$ cat config.mk
export PLATFORM = sky130hd
export DESIGN_NAME = ptacb_front
export DESIGN_NICKNAME = d
export VERILOG_FILES = /design/src/rtl/assert_macros.svh /design/src/rtl/ptacb_pkg.sv /design/src/rtl/ptacb_front.sv
export SDC_FILE = /design/constraint.sdc
export NUM_CORES = 1
export LEC_CHECK = 0
export ABC_AREA = 1
export BUFFER_PORTS_ARGS = -buffer_cell sky130_fd_sc_hd__buf_4
export CORE_MARGIN = 5
export CORE_UTILIZATION = 30
export CTS_CLUSTER_SIZE = 14
export DETAILED_ROUTE_END_ITERATION = 8
export PLACE_DENSITY = 0.49
export SYNTH_ARGS = -nofsm -noshare
export SYNTH_HDL_FRONTEND = slang
export SYNTH_SLANG_ARGS = --single-unit
$ cat constraint.sdc
create_clock -name clk_i -period 2.5 [get_ports clk_i]
set_input_delay 0.5 -clock clk_i [delete_from_list [all_inputs] [get_ports clk_i]]
set_output_delay 0.5 -clock clk_i [all_outputs]
set_load 0.005 [all_outputs]
$ cat src/rtl/assert_macros.svh
// Assertion helpers. The asserting module must have clk_i and rst_ni in scope.
`ifndef ASSERT_MACROS_SVH
`define ASSERT_MACROS_SVH

// Plain property checked on every clock edge outside reset.
`define PTACB_ASSERT(lbl, prop, msg) \
  lbl: assert property (@(posedge clk_i) disable iff (!rst_ni) (prop)) else $error(msg);

// Same-cycle implication.
`define PTACB_ASSERT_IMP(lbl, ante, cons, msg) \
  `PTACB_ASSERT(lbl, (ante) |-> (cons), msg)

`endif

$ cat src/rtl/ptacb_pkg.sv
`timescale 1ns / 1ps
package ptacb_pkg;

  localparam int CMD_W  = 3;
  localparam int SMP_W  = 16;
  localparam int RIDX_W = 16;
  localparam int STAT_W = 2;
  localparam int LEN_W  = 13;
  localparam int CNT_W  = 17;
  localparam int FS_W   = 18;
  localparam int CFG_IDX_W = 2;
  localparam int CFG_DAT_W = 17;

  // command codes on the input channel
  localparam logic [CMD_W-1:0] CMD_CLEAR  = 3'd0;
  localparam logic [CMD_W-1:0] CMD_PUSH   = 3'd1;
  localparam logic [CMD_W-1:0] CMD_APPEND = 3'd2;
  localparam logic [CMD_W-1:0] CMD_DRAIN  = 3'd3;
  localparam logic [CMD_W-1:0] CMD_FINAL  = 3'd4;
  localparam logic [CMD_W-1:0] CMD_READ   = 3'd5;

  // result status codes
  localparam logic [STAT_W-1:0] STAT_OK   = 2'd0;
  localparam logic [STAT_W-1:0] STAT_DROP = 2'd1;
  localparam logic [STAT_W-1:0] STAT_NONE = 2'd2;

  // configuration register indexes
  localparam logic [CFG_IDX_W-1:0] CFG_PRE_ROLL_LEN  = 2'd0;
  localparam logic [CFG_IDX_W-1:0] CFG_CAPTURE_LIMIT = 2'd1;

  localparam logic [LEN_W-1:0] PRE_LEN_RST = 13'd4096;
  localparam logic [CNT_W-1:0] CAP_LIM_RST = 17'd65536;

  // command queue between front and back
  localparam int QDEPTH = 2;
  localparam int QPTR_W = $clog2(QDEPTH);
  localparam int QCNT_W = $clog2(QDEPTH + 1);

  typedef enum logic [2:0] {
    OP_CLEAR,
    OP_PUSH,
    OP_APPEND,
    OP_DRAIN,
    OP_FINAL,
    OP_READ,
    OP_BAD
  } op_e;

  typedef enum logic [1:0] {
    ST_IDLE,
    ST_DRAIN,
    ST_READ,
    ST_FIN
  } state_e;

  typedef struct packed {
    logic [CMD_W-1:0]        cmd;
    logic signed [SMP_W-1:0] sample;
    logic                    batch_last;
    logic [RIDX_W-1:0]       read_index;
  } item_t;

  typedef struct packed {
    logic [STAT_W-1:0]       status;
    logic [CNT_W-1:0]        captured_count;
    logic [LEN_W-1:0]        pre_roll_fill;
    logic signed [SMP_W-1:0] read_data;
    logic [FS_W-1:0]         wav_bytes;
  } res_t;

  typedef struct packed {
    logic [CFG_IDX_W-1:0] index;
    logic [CFG_DAT_W-1:0] data;
  } cfg_t;

  typedef struct packed {
    op_e               op;
    logic [SMP_W-1:0]  sample;
    logic [RIDX_W-1:0] read_index;
  } q_entry_t;

endpackage

$ cat src/rtl/ptacb_front.sv
`timescale 1ns / 1ps
module ptacb_front (
  input  logic                clk_i,
  input  logic                rst_ni,
  input  logic                in_valid_i,
  output logic                in_stall_o,
  input  ptacb_pkg::item_t    in_data_i,
  output logic                q_valid_o,
  output ptacb_pkg::q_entry_t q_data_o,
  input  logic                q_pop_i
);

  ptacb_pkg::q_entry_t             ent_q [ptacb_pkg::QDEPTH];
  ptacb_pkg::q_entry_t             entry;
  logic [ptacb_pkg::QPTR_W-1:0]    wp_q, wp_d, rp_q, rp_d;
  logic [ptacb_pkg::QCNT_W-1:0]    cnt_q, cnt_d;
  logic                            push;
  logic                            pop;

  function automatic ptacb_pkg::op_e decode(input logic [ptacb_pkg::CMD_W-1:0] cmd);
    ptacb_pkg::op_e op;
    unique case (cmd)
      ptacb_pkg::CMD_CLEAR:  op = ptacb_pkg::OP_CLEAR;
      ptacb_pkg::CMD_PUSH:   op = ptacb_pkg::OP_PUSH;
      ptacb_pkg::CMD_APPEND: op = ptacb_pkg::OP_APPEND;
      ptacb_pkg::CMD_DRAIN:  op = ptacb_pkg::OP_DRAIN;
      ptacb_pkg::CMD_FINAL:  op = ptacb_pkg::OP_FINAL;
      ptacb_pkg::CMD_READ:   op = ptacb_pkg::OP_READ;
      default:               op = ptacb_pkg::OP_BAD;
    endcase
    return op;
  endfunction

  assign in_stall_o = (cnt_q == ptacb_pkg::QCNT_W'(ptacb_pkg::QDEPTH));
  assign push       = in_valid_i && !in_stall_o;
  assign q_valid_o  = (cnt_q != '0);
  assign pop        = q_pop_i && q_valid_o;
  assign q_data_o   = ent_q[rp_q];

  always_comb begin
    entry.op         = decode(in_data_i.cmd);
    entry.sample     = in_data_i.sample;
    entry.read_index = in_data_i.read_index;
  end

  always_comb begin
    wp_d  = wp_q;
    rp_d  = rp_q;
    cnt_d = cnt_q;
    if (push) begin
      wp_d = (wp_q == ptacb_pkg::QPTR_W'(ptacb_pkg::QDEPTH - 1)) ? '0 : wp_q + 1'b1;
    end
    if (pop) begin
      rp_d = (rp_q == ptacb_pkg::QPTR_W'(ptacb_pkg::QDEPTH - 1)) ? '0 : rp_q + 1'b1;
    end
    if (push && !pop) begin
      cnt_d = cnt_q + 1'b1;
    end else if (pop && !push) begin
      cnt_d = cnt_q - 1'b1;
    end
  end

  always_ff @(posedge clk_i or negedge rst_ni) begin
    if (!rst_ni) begin
      wp_q  <= '0;
      rp_q  <= '0;
      cnt_q <= '0;
    end else begin
      wp_q  <= wp_d;
      rp_q  <= rp_d;
      cnt_q <= cnt_d;
    end
  end

  always_ff @(posedge clk_i) begin
    if (push) begin
      ent_q[wp_q] <= entry;
    end
  end

endmodule

==> impl_metrics.tcl <==
set metrics [dict create \
    grt_pass1_vias 1815 \
    dpl.hpwl_mm 3.65 \
    area_delta_synth_final_pct 30.3 \
    dieArea_um2 11600 \
    synth_top_area_share_pct 73.5 \
    synth_top_cell_by_area "edfxtp_1" \
    synth-edff-count 70 \
    hp-class "primary input to flop" \
    antenna_found_initial 0 \
    grt_usage_pct 10.4 \
    synth_seq_cells 74 \
    fin_nets 341 \
    yosysMostFrequentCell "nand2_1" \
    dr.pass1.iters 4 \
    relSlewSlack_pct 71.2 \
    path_max_fanout 34 \
    dieWidth_um 108 \
    syn_nets 258 \
    fin_crit_sh_pct 85.0 \
    end_kind "output port" \
    cts_sinks 74 \
    finalCriticalPeriod_ns 2.13 \
    setup_viol 0 \
    drc_errors 0 \
    fp-row-count 35 \
    clock-root-buffer "clkbuf_8" \
    die_h_um 108 \
    num_vias 1755 \
    synth_area_um2 2860 \
    grt_max_degree 37 \
    start_kind "flop" \
    grt_setup_unrepaired "no" \
    via_per_inst 4.04 \
    first_iter_violations 59 \
    core_area_um2 9280 \
    initial_core_util_pct 30.8 \
    io_buffers 75 \
    fin_util_pct 40.2 \
    seq_area_frac_synth_pct 77.0 \
    layout-drive-gt1-share_pct 37.0 \
    hold_viol_final 0 \
    insertion_delay_ns 0.34 \
    status "finished, final reports clean" \
    holdCritStartpoint "in_data_i[29]" \
    cts_setup_buffers 0 \
    p_leak_uw 0.00158 \
    yosysWarnings 0 \
    slew_violations 0 \
    synth.avg_cell_area_um2 13.2 \
    gp_congestion 0.647 \
    globalRouteOverflowTotal 0 \
    ys_types 20 \
    path_class "flop to output port" \
    htree_levels 3 \
    stdcell_area_um2 3730 \
    tightest_slew_ns 0.427 \
    postPlaceCellArea_um2 3550 \
    hold_ws_ns 0.342 \
    critPathArrivalTime_ns 1.63 \
    grt_pass1_wl_mm 8.83 \
    n_antenna_cell 0 \
    netlist_instances 217 \
    worstReg2RegEnd "ent_q[1][8]" \
    async_flop_share_pct 5.41 \
    worstHoldPathCells 1 \
    cts_max_path_buffers 2 \
    routedWlPerCell_um 13.0 \
    synth_area_leaders "edfxtp_1 73%, nand2_1 14%, dfrtp_1 3.5%" \
    ios 77 \
    drt-total-wl_mm 5.66 \
    setup_tns_ns 0 \
    critPathRequiredTime_ns 2.00 \
    r2r_start "cnt_q[1]" \
    synthFlopType "edfxtp_1" \
    ir_drop_v 0.000380 \
    cts_buffers 9 \
    ys_top_cells_by_count "103 x nand2_1, 70 x edfxtp_1, 13 x nand2_2" \
    cts.hold.buffers_added 1 \
    clk_pin_slew_ns 0.08 \
    maxCapViolations 0 \
    whs_endpoint "ent_q[0][28]" \
    ctsResizeCount 0 \
    powerDensity_nw_per_um2 1080 \
    fmax_ghz 0.471 \
    cts_tree "done" \
    fin_skew_ns 0.00888 \
    reg2reg_depth 4 \
    ant_nets 0 \
    reg2reg_slack_ns 0.79 \
]
==> per-layer routing <==
| metal | wire, µm | vias up | share of wire [%] | track usage, % |
|---|---|---|---|---|
| met5 | 0 | - | 0 | 0 |
| met3 | 395 | 9 | 7.0 | 3.78 |
| met4 | 83 | 0 | 1.5 | 5.41 |
| li1 | - | 884 | - | - |
| met1 | 2510 | 807 | 44 | 12.1 |
| met2 | 2670 | 55 | 47 | 16.9 |
==> worst max-delay path, cell delays in order (launching register included) <==
cell and delay, ns:
dfrtp_1 0.51, buf_4 0.45, nand2_1 0.09, nand2_1 0.11, buf_4 0.12
==> placed cells by master (no fill, tap or decap) <==
cell,netlist,final
dlygate4sd3_1,0,1
a21boi_0,1,1
clkinvlp_4,0,4
nor2_4,1,2
clkbuf_8,0,9
nand3_1,2,2
clkbuf_1,2,1
nand4_1,1,1
ha_1,1,1
xnor2_1,1,1
dfrtp_1,4,4
o21ai_0,1,1
inv_1,6,6
inv_8,1,1
nand2_2,13,13
clkinv_4,0,1
nand2_1,103,103
inv_2,1,1
clkinv_2,0,1
edfxtp_1,70,70
buf_4,2,80
nor2_2,1,1
==> layout make-up <==
class                   instances  area, µm²
fillers                       916       5550
flip-flops and latches         74       2200
repair buffers                 81        611
multi-input cells             126        547
well taps                     129        161
clock buffers                  10        128
clock inverters                 6       43.8
inverters                       8       37.5
==> cells by family (layout without fill, tap and decap cells) <==
logic type,count (synthesis),count (layout),synth area share (%)
flip-flops,74,74,77.0
AO/OA/AOI/OAI,2,2,0.437
AND/OR/NAND/NOR,122,122,17.7
adder cells (fa/ha/maj),1,1,0.437
XOR/XNOR,1,1,0.306
buffers and inverters,17,105,4.20
==> sequential cells by signal (all words and copies together), names as in the netlist <==
name,cells
rp_q,1
ent_q,70
cnt_q,2
wp_q,1
==> worst max-delay path by stage <==
stage,startpoint,to,slack [ns]
2_1_floorplan,in_valid_i,ent_q[1][0],0.55
3_3_place_gp,in_valid_i,ent_q[1][16],0.68
6_report,rp_q,q_data_o[19],0.37
5_1_grt,rp_q,q_data_o[19],0.23
4_1_cts,rp_q,q_data_o[19],0.32
3_5_place_dp,in_valid_i,ent_q[1][14],0.68
==> stage by stage <==
stage               setup slack (ns)  total power (µW)  instances
detailed placement             0.679              3320        417
CTS                            0.316              4120        434
finish                         0.375              4030        434
global route                   0.235              4340        434
floorplan                      0.553              2610        217
global placement               0.682              3310        417
==> report_power, final <==
group / internal, µW / switching [µW] / total, µW
registers: 1690 / 95.9 / 1790
logic: 630 / 823 / 1450
clock network: 359 / 432 / 791
Note: power is estimated with default switching activity, not from simulation.
